===== src/rtl/tsp_pkg.sv =====
// shared constants and types for the trapezoid step planner
`timescale 1ns / 1ps
package tsp_pkg;

   typedef logic [2:0] phase_type;
   typedef logic [1:0] cmd_type;

   localparam phase_type PH_ACCEL = 3'd0;
   localparam phase_type PH_SLEW  = 3'd1;
   localparam phase_type PH_DECEL = 3'd2;
   localparam phase_type PH_STOP  = 3'd3;
   localparam phase_type PH_STALL = 3'd4;

   localparam cmd_type CMD_START   = 2'd0;
   localparam cmd_type CMD_ADVANCE = 2'd1;
   localparam cmd_type CMD_STOP    = 2'd2;
   localparam cmd_type CMD_STALL   = 2'd3;

   localparam logic REG_ENDSTOP  = 1'b0;
   localparam logic REG_STALL_EN = 1'b1;

   // serial unit widths
   localparam int DIV_W    = 64;
   localparam int MUL_A_W  = 33;
   localparam int MUL_B_W  = 64;
   localparam int SQRT_IN_W  = 64;
   localparam int SQRT_OUT_W = 32;

endpackage


===== src/rtl/tsp_div.sv =====
// radix-2 restoring divider, one quotient bit per cycle
`timescale 1ns / 1ps
module tsp_div
   import tsp_pkg::*;
(
   input  logic             clock,
   input  logic             reset,
   input  logic             start,
   input  logic [DIV_W-1:0] num,
   input  logic [DIV_W-1:0] den,
   output logic             done,
   output logic [DIV_W-1:0] quot
);
   localparam int CNT_W = $clog2(DIV_W + 1);

   logic [DIV_W-1:0] rem_ff, rem_in, quo_ff, quo_in, den_ff, den_in;
   logic [CNT_W-1:0] cnt_ff, cnt_in;
   logic             done_ff, done_in;
   logic [DIV_W:0]   shifted, diff;
   logic             fits;

   always_comb begin
      shifted = {rem_ff, quo_ff[DIV_W-1]};
      diff    = shifted - {1'b0, den_ff};
      fits    = shifted >= {1'b0, den_ff};
      rem_in  = rem_ff;
      quo_in  = quo_ff;
      den_in  = den_ff;
      cnt_in  = cnt_ff;
      done_in = 1'b0;
      if (cnt_ff != '0) begin
         rem_in  = fits ? diff[DIV_W-1:0] : shifted[DIV_W-1:0];
         quo_in  = {quo_ff[DIV_W-2:0], fits};
         cnt_in  = cnt_ff - CNT_W'(1);
         done_in = (cnt_ff == CNT_W'(1));
      end else if (start) begin
         rem_in = '0;
         quo_in = num;
         den_in = den;
         cnt_in = CNT_W'(DIV_W);
      end
   end

   always_ff @(posedge clock) begin
      if (reset) begin
         cnt_ff  <= '0;
         done_ff <= 1'b0;
      end else begin
         cnt_ff  <= cnt_in;
         done_ff <= done_in;
      end
      rem_ff <= rem_in;
      quo_ff <= quo_in;
      den_ff <= den_in;
   end

   assign done = done_ff;
   assign quot = quo_ff;
endmodule


===== src/rtl/tsp_mul.sv =====
// bit-serial saturating multiplier, msb of a first
`timescale 1ns / 1ps
module tsp_mul
   import tsp_pkg::*;
(
   input  logic               clock,
   input  logic               reset,
   input  logic               start,
   input  logic [MUL_A_W-1:0] a,
   input  logic [MUL_B_W-1:0] b,
   output logic               done,
   output logic [MUL_B_W-1:0] prod
);
   localparam int CNT_W = $clog2(MUL_A_W + 1);

   logic [MUL_A_W-1:0] a_ff, a_in;
   logic [MUL_B_W-1:0] b_ff, b_in, acc_ff, acc_in;
   logic               sat_ff, sat_in, done_ff, done_in;
   logic [CNT_W-1:0]   cnt_ff, cnt_in;
   logic [MUL_B_W:0]   sum;

   always_comb begin
      sum = {1'b0, acc_ff[MUL_B_W-2:0], 1'b0}
          + (a_ff[MUL_A_W-1] ? {1'b0, b_ff} : '0);
      a_in    = a_ff;
      b_in    = b_ff;
      acc_in  = acc_ff;
      sat_in  = sat_ff;
      cnt_in  = cnt_ff;
      done_in = 1'b0;
      if (cnt_ff != '0) begin
         a_in    = {a_ff[MUL_A_W-2:0], 1'b0};
         acc_in  = sum[MUL_B_W-1:0];
         // partial products only grow, so an overflow sticks
         sat_in  = sat_ff | acc_ff[MUL_B_W-1] | sum[MUL_B_W];
         cnt_in  = cnt_ff - CNT_W'(1);
         done_in = (cnt_ff == CNT_W'(1));
      end else if (start) begin
         a_in   = a;
         b_in   = b;
         acc_in = '0;
         sat_in = 1'b0;
         cnt_in = CNT_W'(MUL_A_W);
      end
   end

   always_ff @(posedge clock) begin
      if (reset) begin
         cnt_ff  <= '0;
         done_ff <= 1'b0;
      end else begin
         cnt_ff  <= cnt_in;
         done_ff <= done_in;
      end
      a_ff   <= a_in;
      b_ff   <= b_in;
      acc_ff <= acc_in;
      sat_ff <= sat_in;
   end

   assign done = done_ff;
   assign prod = sat_ff ? '1 : acc_ff;
endmodule


===== src/rtl/tsp_sqrt.sv =====
// digit-by-digit integer square root, one root bit per cycle
`timescale 1ns / 1ps
module tsp_sqrt
   import tsp_pkg::*;
(
   input  logic                  clock,
   input  logic                  reset,
   input  logic                  start,
   input  logic [SQRT_IN_W-1:0]  rad,
   output logic                  done,
   output logic [SQRT_OUT_W-1:0] root
);
   localparam int CNT_W = $clog2(SQRT_OUT_W + 1);
   localparam int REM_W = SQRT_OUT_W + 3;

   logic [SQRT_IN_W-1:0]  rad_ff, rad_in;
   logic [REM_W-1:0]      rem_ff, rem_in, r4, trial;
   logic [SQRT_OUT_W-1:0] root_ff, root_in;
   logic [CNT_W-1:0]      cnt_ff, cnt_in;
   logic                  done_ff, done_in, ge;

   always_comb begin
      r4      = {rem_ff[REM_W-3:0], rad_ff[SQRT_IN_W-1 -: 2]};
      trial   = {1'b0, root_ff, 2'b01};
      ge      = r4 >= trial;
      rad_in  = rad_ff;
      rem_in  = rem_ff;
      root_in = root_ff;
      cnt_in  = cnt_ff;
      done_in = 1'b0;
      if (cnt_ff != '0) begin
         rad_in  = {rad_ff[SQRT_IN_W-3:0], 2'b00};
         rem_in  = ge ? r4 - trial : r4;
         root_in = {root_ff[SQRT_OUT_W-2:0], ge};
         cnt_in  = cnt_ff - CNT_W'(1);
         done_in = (cnt_ff == CNT_W'(1));
      end else if (start) begin
         rad_in  = rad;
         rem_in  = '0;
         root_in = '0;
         cnt_in  = CNT_W'(SQRT_OUT_W);
      end
   end

   always_ff @(posedge clock) begin
      if (reset) begin
         cnt_ff  <= '0;
         done_ff <= 1'b0;
      end else begin
         cnt_ff  <= cnt_in;
         done_ff <= done_in;
      end
      rad_ff  <= rad_in;
      rem_ff  <= rem_in;
      root_ff <= root_in;
   end

   assign done = done_ff;
   assign root = root_ff;
endmodule


===== src/rtl/trapezoid_step_planner_core.sv =====
// top level of the trapezoid step planner: sequencer, axis state and ports
`timescale 1ns / 1ps
// One command word in, one response word out. Commands are taken one at a time
// (req_stall is high from acceptance until the response is registered). Stop, stall
// and an advance that plans nothing go only through dispatch; an advance that plans
// a step runs the multiplier and, in accel or decel, the square root; a start works
// out the inverses, accel distance and three segment times, then plans the first
// step. Once the response is registered the next command can be taken. Three shared
// serial units each retire one bit per cycle: a 64-step restoring divider (run three
// times on a start), a 33-step saturating multiplier (run for the speed square, each
// segment time and each planned step) and a 32-step square root (run for the first
// and last segment times and each accel or decel step). Positions wrap in POS_BITS,
// fixed-point inverses carry FRAC_BITS fraction bits. A response that is stalled
// holds in the output register while the next command is already accepted; its own
// response then waits for the register to free.
module trapezoid_step_planner_core
   import tsp_pkg::*;
#(
   parameter int POS_BITS  = 32,
   parameter int FRAC_BITS = 16
) (
   input  logic        clock,
   input  logic        reset,
   // command word
   input  logic        req_valid,
   output logic        req_stall,
   input  logic [1:0]  req_cmd,
   input  logic signed [31:0] req_target_steps,
   input  logic [31:0] req_speed,
   input  logic [31:0] req_accel,
   input  logic        req_apply_limit,
   input  logic [31:0] req_start_delay_ticks,
   input  logic [31:0] req_now_ticks,
   // response word
   output logic        rsp_valid,
   input  logic        rsp_stall,
   output logic        rsp_step_due,
   output logic [31:0] rsp_next_time,
   output logic [2:0]  rsp_phase,
   output logic        rsp_step_pulse,
   output logic        rsp_direction,
   output logic signed [31:0] rsp_position,
   // register port
   input  logic        psel,
   input  logic        penable,
   input  logic        pwrite,
   input  logic [2:0]  paddr,
   input  logic [31:0] pwdata,
   output logic [31:0] prdata,
   output logic        pready
);
   // sequencer states
   localparam logic [3:0] S_IDLE   = 4'd0;
   localparam logic [3:0] S_DISP   = 4'd1;
   localparam logic [3:0] S_PREP   = 4'd2;
   localparam logic [3:0] S_DIV_IS = 4'd3;
   localparam logic [3:0] S_DIV_IA = 4'd4;
   localparam logic [3:0] S_MUL_SQ = 4'd5;
   localparam logic [3:0] S_DIV_D1 = 4'd6;
   localparam logic [3:0] S_ADJ    = 4'd7;
   localparam logic [3:0] S_JMUL   = 4'd8;
   localparam logic [3:0] S_JSQRT  = 4'd9;
   localparam logic [3:0] S_JFIN   = 4'd10;
   localparam logic [3:0] S_OUT    = 4'd11;

   // which time the multiply/root job is working out
   localparam logic [1:0] J_T1   = 2'd0;
   localparam logic [1:0] J_T2   = 2'd1;
   localparam logic [1:0] J_T3   = 2'd2;
   localparam logic [1:0] J_PLAN = 2'd3;

   localparam logic [63:0] INV_S_NUM  = 64'd1 << (24 + FRAC_BITS);
   localparam logic [63:0] INV_HA_NUM = 64'd1 << (33 + FRAC_BITS);
   localparam logic [63:0] INV_S_MAX  = (64'd1 << 48) - 64'd1;
   localparam logic signed [32:0] POS_HI = 33'((64'd1 << (POS_BITS - 1)) - 64'd1);
   localparam logic signed [32:0] POS_LO = -POS_HI - 33'sd1;

   // control
   logic [3:0]  state_ff, state_in;
   logic        launch_ff, launch_in;
   logic [1:0]  job_ff, job_in;
   // captured command
   logic [1:0]  cmd_ff, cmd_in;
   logic signed [POS_BITS-1:0] tgt_ff, tgt_in;
   logic [31:0] spd_ff, spd_in, acc_ff, acc_in, tmp_t_ff, tmp_t_in;
   // registers
   logic [30:0] endstop_ff, endstop_in;
   logic        stall_en_ff, stall_en_in;
   // axis and profile state
   logic signed [POS_BITS-1:0] pos_ff, pos_in;
   phase_type   phase_ff, phase_in;
   logic [32:0] step_ff, step_in;
   logic [31:0] d1_ff, d1_in, d2_ff, d2_in, d3_ff, d3_in;
   logic [31:0] t0_ff, t0_in, t1_ff, t1_in, t2_ff, t2_in, t3_ff, t3_in;
   logic [47:0] inv_s_ff, inv_s_in;
   logic [63:0] inv_ha_ff, inv_ha_in;
   logic        dir_ff, dir_in, pend_ff, pend_in, pulse_ff, pulse_in;
   logic [31:0] sched_ff, sched_in;
   // response register
   logic        rsp_valid_ff, rsp_valid_in;
   logic        rsp_ready_ff, rsp_ready_in, rsp_pulse_ff, rsp_pulse_in;
   logic        rsp_dir_ff, rsp_dir_in;
   logic [31:0] rsp_time_ff, rsp_time_in;
   phase_type   rsp_phase_ff, rsp_phase_in;
   logic signed [31:0] rsp_pos_ff, rsp_pos_in;

   // serial units
   logic              div_start, div_done, mul_start, mul_done, sqrt_start, sqrt_done;
   logic [DIV_W-1:0]  div_num, div_den, div_quot;
   logic [MUL_A_W-1:0] mul_a;
   logic [MUL_B_W-1:0] mul_b, mul_prod;
   logic [SQRT_IN_W-1:0] sqrt_rad;
   logic [SQRT_OUT_W-1:0] sqrt_root;

   // job decode
   logic        job_root, job_round, job_sub;
   logic [32:0] job_n;
   logic [31:0] job_base, job_r, plan_t;
   logic [32:0] root_plus;

   // start decode
   logic signed [32:0] tsat, diff;
   logic               cfg_wr;

   assign cfg_wr = psel && penable && pwrite && pready;

   always_comb begin
      job_round = (job_ff != J_PLAN);
      job_root  = 1'b1;
      job_sub   = 1'b0;
      job_base  = t0_ff;
      job_n     = {1'b0, d1_ff};
      case (job_ff)
         J_T1: begin
            job_n    = {1'b0, d1_ff};
            job_base = t0_ff;
         end
         J_T2: begin
            job_n    = {1'b0, d2_ff} - {1'b0, d1_ff} + 33'd1;
            job_root = 1'b0;
            job_base = t1_ff;
         end
         J_T3: begin
            job_n    = (d3_ff > d2_ff) ? {1'b0, d3_ff - d2_ff - 32'd1} : '0;
            job_base = t2_ff;
         end
         default: begin
            // the step currently being planned
            case (phase_ff)
               PH_ACCEL: begin
                  job_n    = step_ff;
                  job_base = t0_ff;
               end
               PH_SLEW: begin
                  job_n    = (step_ff >= {1'b0, d1_ff}) ? step_ff - {1'b0, d1_ff} : '0;
                  job_root = 1'b0;
                  job_base = t1_ff;
               end
               default: begin
                  job_n    = ({1'b0, d3_ff} >= step_ff) ? {1'b0, d3_ff} - step_ff : '0;
                  job_base = t3_ff;
                  job_sub  = 1'b1;
               end
            endcase
         end
      endcase

      root_plus = {1'b0, sqrt_root} + 33'd1;
      if (job_root) begin
         job_r = job_round ? root_plus[32:1] : sqrt_root;
      end else begin
         job_r = mul_prod[FRAC_BITS +: 32]
               + (job_round ? {31'd0, mul_prod[FRAC_BITS-1]} : 32'd0);
      end
      plan_t = job_sub ? job_base - job_r : job_base + job_r;
   end

   // unit operands
   always_comb begin
      div_num = INV_S_NUM;
      div_den = {32'd0, spd_ff};
      case (state_ff)
         S_DIV_IA: begin
            div_num = INV_HA_NUM;
            div_den = {32'd0, acc_ff};
         end
         S_DIV_D1: begin
            div_num = mul_prod;
            div_den = {15'd0, acc_ff, 17'd0};
         end
         default: begin
            div_num = INV_S_NUM;
            div_den = {32'd0, spd_ff};
         end
      endcase
      div_start = launch_ff && (state_ff == S_DIV_IS || state_ff == S_DIV_IA
                                || state_ff == S_DIV_D1);
      mul_start = launch_ff && (state_ff == S_MUL_SQ || state_ff == S_JMUL);
      if (state_ff == S_MUL_SQ) begin
         mul_a = {1'b0, spd_ff};
         mul_b = {32'd0, spd_ff};
      end else begin
         mul_a = job_n;
         mul_b = job_root ? inv_ha_ff : {16'd0, inv_s_ff};
      end
      sqrt_start = launch_ff && (state_ff == S_JSQRT);
      sqrt_rad   = job_round ? (mul_prod >> (FRAC_BITS - 2)) : (mul_prod >> FRAC_BITS);
   end

   // target clamp at acceptance
   always_comb begin
      tsat = 33'(req_target_steps);
      if (req_apply_limit) begin
         if (tsat < 33'sd0) tsat = 33'sd0;
         if (tsat > $signed({2'b00, endstop_ff})) tsat = $signed({2'b00, endstop_ff});
      end
      if (tsat < POS_LO) tsat = POS_LO;
      if (tsat > POS_HI) tsat = POS_HI;
      diff = 33'(tgt_ff) - 33'(pos_ff);
   end

   // sequencer and state update
   always_comb begin
      state_in  = state_ff;
      job_in    = job_ff;
      cmd_in    = cmd_ff;
      tgt_in    = tgt_ff;
      spd_in    = spd_ff;
      acc_in    = acc_ff;
      tmp_t_in  = tmp_t_ff;
      pos_in    = pos_ff;
      phase_in  = phase_ff;
      step_in   = step_ff;
      d1_in     = d1_ff;
      d2_in     = d2_ff;
      d3_in     = d3_ff;
      t0_in     = t0_ff;
      t1_in     = t1_ff;
      t2_in     = t2_ff;
      t3_in     = t3_ff;
      inv_s_in  = inv_s_ff;
      inv_ha_in = inv_ha_ff;
      dir_in    = dir_ff;
      pend_in   = pend_ff;
      sched_in  = sched_ff;
      pulse_in  = pulse_ff;

      rsp_valid_in = rsp_valid_ff && rsp_stall;
      rsp_ready_in = rsp_ready_ff;
      rsp_time_in  = rsp_time_ff;
      rsp_phase_in = rsp_phase_ff;
      rsp_pulse_in = rsp_pulse_ff;
      rsp_dir_in   = rsp_dir_ff;
      rsp_pos_in   = rsp_pos_ff;

      endstop_in  = endstop_ff;
      stall_en_in = stall_en_ff;
      if (cfg_wr) begin
         if (paddr[2] == REG_ENDSTOP) endstop_in = pwdata[30:0];
         else                         stall_en_in = pwdata[0];
      end

      case (state_ff)
         S_IDLE: begin
            if (req_valid) begin
               cmd_in   = req_cmd;
               tgt_in   = POS_BITS'(tsat);
               // zero speed or accel runs as one
               spd_in   = (req_speed == '0) ? 32'd1 : req_speed;
               acc_in   = (req_accel == '0) ? 32'd1 : req_accel;
               tmp_t_in = req_now_ticks + req_start_delay_ticks;
               state_in = S_DISP;
            end
         end
         S_DISP: begin
            pulse_in = 1'b0;
            state_in = S_OUT;
            case (cmd_ff)
               CMD_START: state_in = S_PREP;
               CMD_ADVANCE: begin
                  if (pend_ff) begin
                     // the first event only marks the start of the move
                     if (step_ff != 33'd1) begin
                        pulse_in = 1'b1;
                        pos_in   = pos_ff + (dir_ff ? POS_BITS'(1) : {POS_BITS{1'b1}});
                     end
                     if (phase_ff <= PH_DECEL) begin
                        job_in   = J_PLAN;
                        state_in = S_JMUL;
                     end else begin
                        pend_in = 1'b0;
                     end
                  end
               end
               CMD_STOP: begin
                  phase_in = PH_STOP;
                  pend_in  = 1'b0;
               end
               default: begin
                  if (stall_en_ff) begin
                     phase_in = PH_STALL;
                     pend_in  = 1'b0;
                  end
               end
            endcase
         end
         S_PREP: begin
            dir_in   = diff > 33'sd0;
            d3_in    = diff[32] ? 32'(-diff) : diff[31:0];
            state_in = S_DIV_IS;
         end
         S_DIV_IS: begin
            if (div_done) begin
               inv_s_in = (div_quot > INV_S_MAX) ? INV_S_MAX[47:0] : div_quot[47:0];
               state_in = S_DIV_IA;
            end
         end
         S_DIV_IA: begin
            if (div_done) begin
               inv_ha_in = div_quot;
               state_in  = S_MUL_SQ;
            end
         end
         S_MUL_SQ: begin
            if (mul_done) state_in = S_DIV_D1;
         end
         S_DIV_D1: begin
            if (div_done) state_in = S_ADJ;
         end
         S_ADJ: begin
            // short moves split the distance in half
            if ({div_quot, 1'b0} < {33'd0, d3_ff}) begin
               d1_in = div_quot[31:0];
               d2_in = d3_ff - div_quot[31:0];
            end else begin
               d1_in = d3_ff >> 1;
               d2_in = d3_ff - (d3_ff >> 1);
            end
            t0_in    = tmp_t_ff;
            job_in   = J_T1;
            state_in = S_JMUL;
         end
         S_JMUL: begin
            if (mul_done) state_in = job_root ? S_JSQRT : S_JFIN;
         end
         S_JSQRT: begin
            if (sqrt_done) state_in = S_JFIN;
         end
         S_JFIN: begin
            state_in = S_JMUL;
            case (job_ff)
               J_T1: begin
                  t1_in  = t0_ff + job_r;
                  job_in = J_T2;
               end
               J_T2: begin
                  t2_in  = t1_ff + job_r;
                  job_in = J_T3;
               end
               J_T3: begin
                  t3_in    = t2_ff + job_r;
                  phase_in = PH_ACCEL;
                  step_in  = '0;
                  job_in   = J_PLAN;
               end
               default: begin
                  sched_in = plan_t;
                  pend_in  = 1'b1;
                  if (step_ff >= {1'b0, d3_ff})      phase_in = PH_STOP;
                  else if (step_ff == {1'b0, d2_ff}) phase_in = PH_DECEL;
                  else if (step_ff == {1'b0, d1_ff}) phase_in = PH_SLEW;
                  step_in  = step_ff + 33'd1;
                  state_in = S_OUT;
               end
            endcase
         end
         S_OUT: begin
            if (!rsp_valid_ff || !rsp_stall) begin
               rsp_valid_in = 1'b1;
               rsp_ready_in = pend_ff;
               rsp_time_in  = pend_ff ? sched_ff : '1;
               rsp_phase_in = phase_ff;
               rsp_pulse_in = pulse_ff;
               rsp_dir_in   = dir_ff;
               rsp_pos_in   = 32'(pos_ff);
               state_in     = S_IDLE;
            end
         end
         default: state_in = S_IDLE;
      endcase

      // each unit gets one start pulse on entry to its state
      launch_in = (state_in != state_ff);
   end

   always_ff @(posedge clock) begin
      if (reset) begin
         state_ff     <= S_IDLE;
         launch_ff    <= 1'b0;
         endstop_ff   <= 31'd65536;
         stall_en_ff  <= 1'b0;
         pos_ff       <= '0;
         phase_ff     <= PH_STOP;
         step_ff      <= '0;
         dir_ff       <= 1'b0;
         pend_ff      <= 1'b0;
         pulse_ff     <= 1'b0;
         sched_ff     <= '0;
         rsp_valid_ff <= 1'b0;
      end else begin
         state_ff     <= state_in;
         launch_ff    <= launch_in;
         endstop_ff   <= endstop_in;
         stall_en_ff  <= stall_en_in;
         pos_ff       <= pos_in;
         phase_ff     <= phase_in;
         step_ff      <= step_in;
         dir_ff       <= dir_in;
         pend_ff      <= pend_in;
         pulse_ff     <= pulse_in;
         sched_ff     <= sched_in;
         rsp_valid_ff <= rsp_valid_in;
      end
      job_ff       <= job_in;
      cmd_ff       <= cmd_in;
      tgt_ff       <= tgt_in;
      spd_ff       <= spd_in;
      acc_ff       <= acc_in;
      tmp_t_ff     <= tmp_t_in;
      d1_ff        <= d1_in;
      d2_ff        <= d2_in;
      d3_ff        <= d3_in;
      t0_ff        <= t0_in;
      t1_ff        <= t1_in;
      t2_ff        <= t2_in;
      t3_ff        <= t3_in;
      inv_s_ff     <= inv_s_in;
      inv_ha_ff    <= inv_ha_in;
      rsp_ready_ff <= rsp_ready_in;
      rsp_time_ff  <= rsp_time_in;
      rsp_phase_ff <= rsp_phase_in;
      rsp_pulse_ff <= rsp_pulse_in;
      rsp_dir_ff   <= rsp_dir_in;
      rsp_pos_ff   <= rsp_pos_in;
   end

   tsp_div u_div (
      .clock (clock), .reset (reset), .start (div_start),
      .num (div_num), .den (div_den), .done (div_done), .quot (div_quot)
   );

   tsp_mul u_mul (
      .clock (clock), .reset (reset), .start (mul_start),
      .a (mul_a), .b (mul_b), .done (mul_done), .prod (mul_prod)
   );

   tsp_sqrt u_sqrt (
      .clock (clock), .reset (reset), .start (sqrt_start),
      .rad (sqrt_rad), .done (sqrt_done), .root (sqrt_root)
   );

   // ports
   assign req_stall       = (state_ff != S_IDLE);
   assign rsp_valid       = rsp_valid_ff;
   assign rsp_step_due    = rsp_ready_ff;
   assign rsp_next_time   = rsp_time_ff;
   assign rsp_phase       = rsp_phase_ff;
   assign rsp_step_pulse  = rsp_pulse_ff;
   assign rsp_direction   = rsp_dir_ff;
   assign rsp_position    = rsp_pos_ff;
   assign pready          = 1'b1;
   assign prdata          = (paddr[2] == REG_ENDSTOP) ? {1'b0, endstop_ff}
                                                      : {31'd0, stall_en_ff};
endmodule


===== config.mk =====
export PLATFORM = sky130hd
export DESIGN_NAME = trapezoid_step_planner_core
export DESIGN_NICKNAME = d
export VERILOG_FILES = /design/src/rtl/tsp_pkg.sv /design/src/rtl/tsp_div.sv /design/src/rtl/tsp_mul.sv /design/src/rtl/tsp_sqrt.sv /design/src/rtl/trapezoid_step_planner_core.sv
export SDC_FILE = /design/constraint.sdc
export NUM_CORES = 2
export LEC_CHECK = 0
export BUFFER_PORTS_ARGS = -buffer_cell sky130_fd_sc_hd__buf_2
export CAP_MARGIN = 20
export CORE_UTILIZATION = 64
export CTS_CLUSTER_DIAMETER = 200
export CTS_CLUSTER_SIZE = 28
export DETAILED_ROUTE_END_ITERATION = 16
export PLACE_DENSITY_LB_ADDON = 0.08
export SYNTH_ARGS = -nofsm -noshare
export SYNTH_HDL_FRONTEND = slang
export SYNTH_SLANG_ARGS = --single-unit

===== constraint.sdc =====
create_clock -name clock -period 7.6 [get_ports clock]
set_input_delay 1.52 -clock clock [delete_from_list [all_inputs] [get_ports clock]]
set_output_delay 1.52 -clock clock [all_outputs]
set_load 0.005 [all_outputs]

==> impl_metrics.env <==
export IMPL_post_cts_buffers=0
export IMPL_syn_area_sq_um=80700
export IMPL_vias=68000
export IMPL_io_buffers=304
export IMPL_ios=310
export IMPL_cts_root_buf="clkbuf_16"
export IMPL_hold_path_class="flop to flop"
export IMPL_final_cell_area_sq_um=85000
export IMPL_die_h_microns=357
export IMPL_die_area_sq_um=128000
export IMPL_dp_hpwl_microns=178000
export IMPL_max_freq_mhz=141
export IMPL_cellPowerDensity_nw_per_um2=375
export IMPL_ys_warnings_count=0
export IMPL_finalSetupTns_ps=0
export IMPL_pwr_share_comb_pct=54.3
export IMPL_drive_gt1_share_pct=7.44
export IMPL_antenna_found_initial=8
export IMPL_ant_nets=0
export IMPL_endpoint="t1_ff[31]"
export IMPL_first_pass_iters=8
export IMPL_pre_cts_ws_ps=681
export IMPL_peakVddDrop_mv=0.351
export IMPL_hold_viol=0
export IMPL_p_leak_nw=34.1
export IMPL_cts_tree="done"
export IMPL_route_detailed_drc=0
export IMPL_crit_path_start="job_ff[0]"
export IMPL_num_rows=129
export IMPL_power_frac_seq_pct=35.3
export IMPL_insertion_delay_ps=740
export IMPL_drv_slew=0
export IMPL_die_x_microns=357
export IMPL_synthFlopType="edfxtp_1"
export IMPL_r2r_slack_ps=530
export IMPL_cts_buffers=47
export IMPL_arrival_ps=7570
export IMPL_finalSetupViolCount=0
export IMPL_clock_sinks=1169
export IMPL_endpoint_kind="flop"
export IMPL_internal_power_mw=17.5
export IMPL_final_nets=9487
export IMPL_status="finished, final reports clean"
export IMPL_p_clk_share_pct=10.4
export IMPL_syn_avg_cell_area_sq_um=9.36
export IMPL_power_switching_mw=14.3
export IMPL_clock_skew_ps=45.9
export IMPL_ys_ff_latch=1169
export IMPL_core_area_sq_um=124000
export IMPL_first_global_vias=63500
export IMPL_grt_overflow=0
export IMPL_cp_start_kind="flop"
export IMPL_final_cell_mix="edfxtp_1, nand2_1, nor2_1"
export IMPL_mostFrequentLayoutCell="edfxtp_1"
export IMPL_regToRegStartpoint="job_ff[0]"
export IMPL_grt_pass1_wl_microns=362000
export IMPL_synthCells=8619
export IMPL_maxCapViolCount=0
export IMPL_drt_initial_drc_count=8019
export IMPL_grt_max_degree=156
export IMPL_path_clk_slew_ps=150
export IMPL_required_ps=8100
export IMPL_area_growth_syn_to_layout_pct=5.31
export IMPL_period_needed_ps=7070
export IMPL_routed_wl_microns=238000
export IMPL_wire_per_inst_microns=23.1
export IMPL_vias_per_cell=6.58
export IMPL_swShare_pct=44.9
export IMPL_crit_fanout=30
export IMPL_r2r_end="t1_ff[31]"
export IMPL_finalCritPeriodShare_pct=93.0
export IMPL_maxSlewHeadroom_pct=18.3
export IMPL_tightestPinTransition_ps=1220
export IMPL_min_delay_start="tmp_t_ff[3]"
export IMPL_placed_cell_area_sq_um=83600
export IMPL_htreeDepth=2
export IMPL_synthArstFlopShare_pct=0
export IMPL_setup_ws_ps=532
export IMPL_ctsHoldBuffers=0
export IMPL_rsz0062_at_grt="false"
export IMPL_cts_resized=0
export IMPL_initial_core_util_pct=64.9
export IMPL_worstSetupPathType="flop to flop"
export IMPL_synth_edff_count=1003
export IMPL_gp_congestion=1.05
export IMPL_seq_area_frac_synth_pct=41.4
export IMPL_synth_distinct_cells=109
export IMPL_ctsLongestPathBuffers=3
export IMPL_track_usage_pct=36.4
export IMPL_r2r_cells=20
-- stage by stage --
step                      total power [mW]  cells  utilization (%)  hold slack, ps
after global placement                27.7  10200             67.1             402
after global routing                  33.9  10300             68.3             425
final                                 31.8  10300             68.3             414
after floorplan                       23.6   8620                -             400
after CTS                             31.5  10300             68.3             419
after detailed placement              28.2  10200             67.1             405
-- cell families (layout without fill, tap and decap cells) --
kind of cell	Yosys count	after routing	synth area share (%)
simple gates	2694	2694	16.0
compound gates	2468	2468	20.1
flops	1169	1169	41.4
buf+inv	942	1002	4.61
fa+ha+maj	647	647	10.1
xor+xnor	596	596	6.49
mux	101	101	1.27
other cells	2	9	0.00930
-- worst min-delay path by stage --
stage | to | cells past startpoint
2_1_floorplan | t0_ff[0] | 0
3_3_place_gp | t0_ff[19] | 0
4_1_cts | t0_ff[26] | 0
6_report | t0_ff[3] | 0
3_5_place_dp | t0_ff[10] | 0
5_1_grt | t0_ff[3] | 0
-- power by group through the flow --
stage	sequential [mW]	clock [mW]	combinational, mW
4_1_cts	11.2	3.34	17.0
5_1_grt	11.3	3.54	19.0
6_report	11.2	3.32	17.3
3_3_place_gp	11.3	0	16.4
2_1_floorplan	10.6	0	13.0
3_5_place_dp	11.3	0	16.9
-- registers in the layout, indices dropped and copies added, names as in the netlist, 33 cells and up --
signal,flops
u_sqrt.rad_ff,64
u_mul.acc_ff,64
u_sqrt.rem_ff,33
u_div.rem_ff,64
inv_s_ff,48
u_mul.b_ff,64
u_mul.a_ff,33
step_ff,33
inv_ha_ff,64
u_div.den_ff,49
u_div.quot,64
-- worst max-delay path: stages, from the launching register on --
cell,delay (ps)
edfxtp_1,500
ha_4,330
nand4bb_1,430
o31a_2,670
a2111oi_0,180
a21oi_1,500
inv_1,180
ha_1,370
a21oi_1,300
nor2b_1,90
o21ai_0,330
a211oi_1,200
o41ai_1,640
buf_4,220
a21oi_1,130
a41oi_1,400
a2111oi_0,280
or3_1,480
a31o_2,270
a21oi_1,220
xnor2_1,90
-- routing by layer --
metal	part of all wire [%]	vias to the layer above	track usage, %	wire length [microns]
met3	9.6	624	5.81	22800
met2	45	3249	57.9	107000
met4	5.6	6	18.1	13200
li1	-	31700	-	-
met1	40	32400	48.5	94900
met5	0.016	-	0	38
-- synthesized netlist by cell type, types with 51 or more instances --
cell	instances	share of area [%]
a211oi_1	118	1.1
edfxtp_1	1003	37
a21oi_1	708	4.4
nand3_1	152	0.94
a22o_1	54	0.59
o21bai_1	66	0.61
ha_1	627	9.7
o211ai_1	63	0.59
nor4_1	85	0.66
nor3_1	176	1.1
a21o_1	292	2.7
a31oi_1	120	0.93
o21ai_0	430	2.7
xor2_1	181	2.0
inv_1	494	2.3
clkbuf_1	373	1.7
nand2_1	764	3.6
and3_1	88	0.68
or2_2	76	0.59
and2_1	144	1.1
a222oi_1	51	0.63
xnor2_1	413	4.5
or3_1	55	0.43
nand4_1	99	0.77
mux2i_1	89	1.1
nor2_1	746	3.5
dfxtp_1	166	4.1
o21a_1	84	0.78
nand2b_1	109	0.84
nor2b_1	110	0.85
o31ai_1	102	0.95
-- final cells by class --
| type | instances | area, sq um |
|---|---|---|
| Inverter | 497 | 1870 |
| Clock inverter | 3 | 58.8 |
| Multi-Input combinational cell | 6509 | 43800 |
| Sequential cell | 1169 | 33400 |
| Antenna cell | 6 | 15.0 |
| Clock buffer | 85 | 1340 |
| Fill cell | 9811 | 39400 |
| Timing Repair Buffer | 417 | 2440 |
| Tap cell | 1637 | 2050 |
Power figures use the tool's default switching activity.
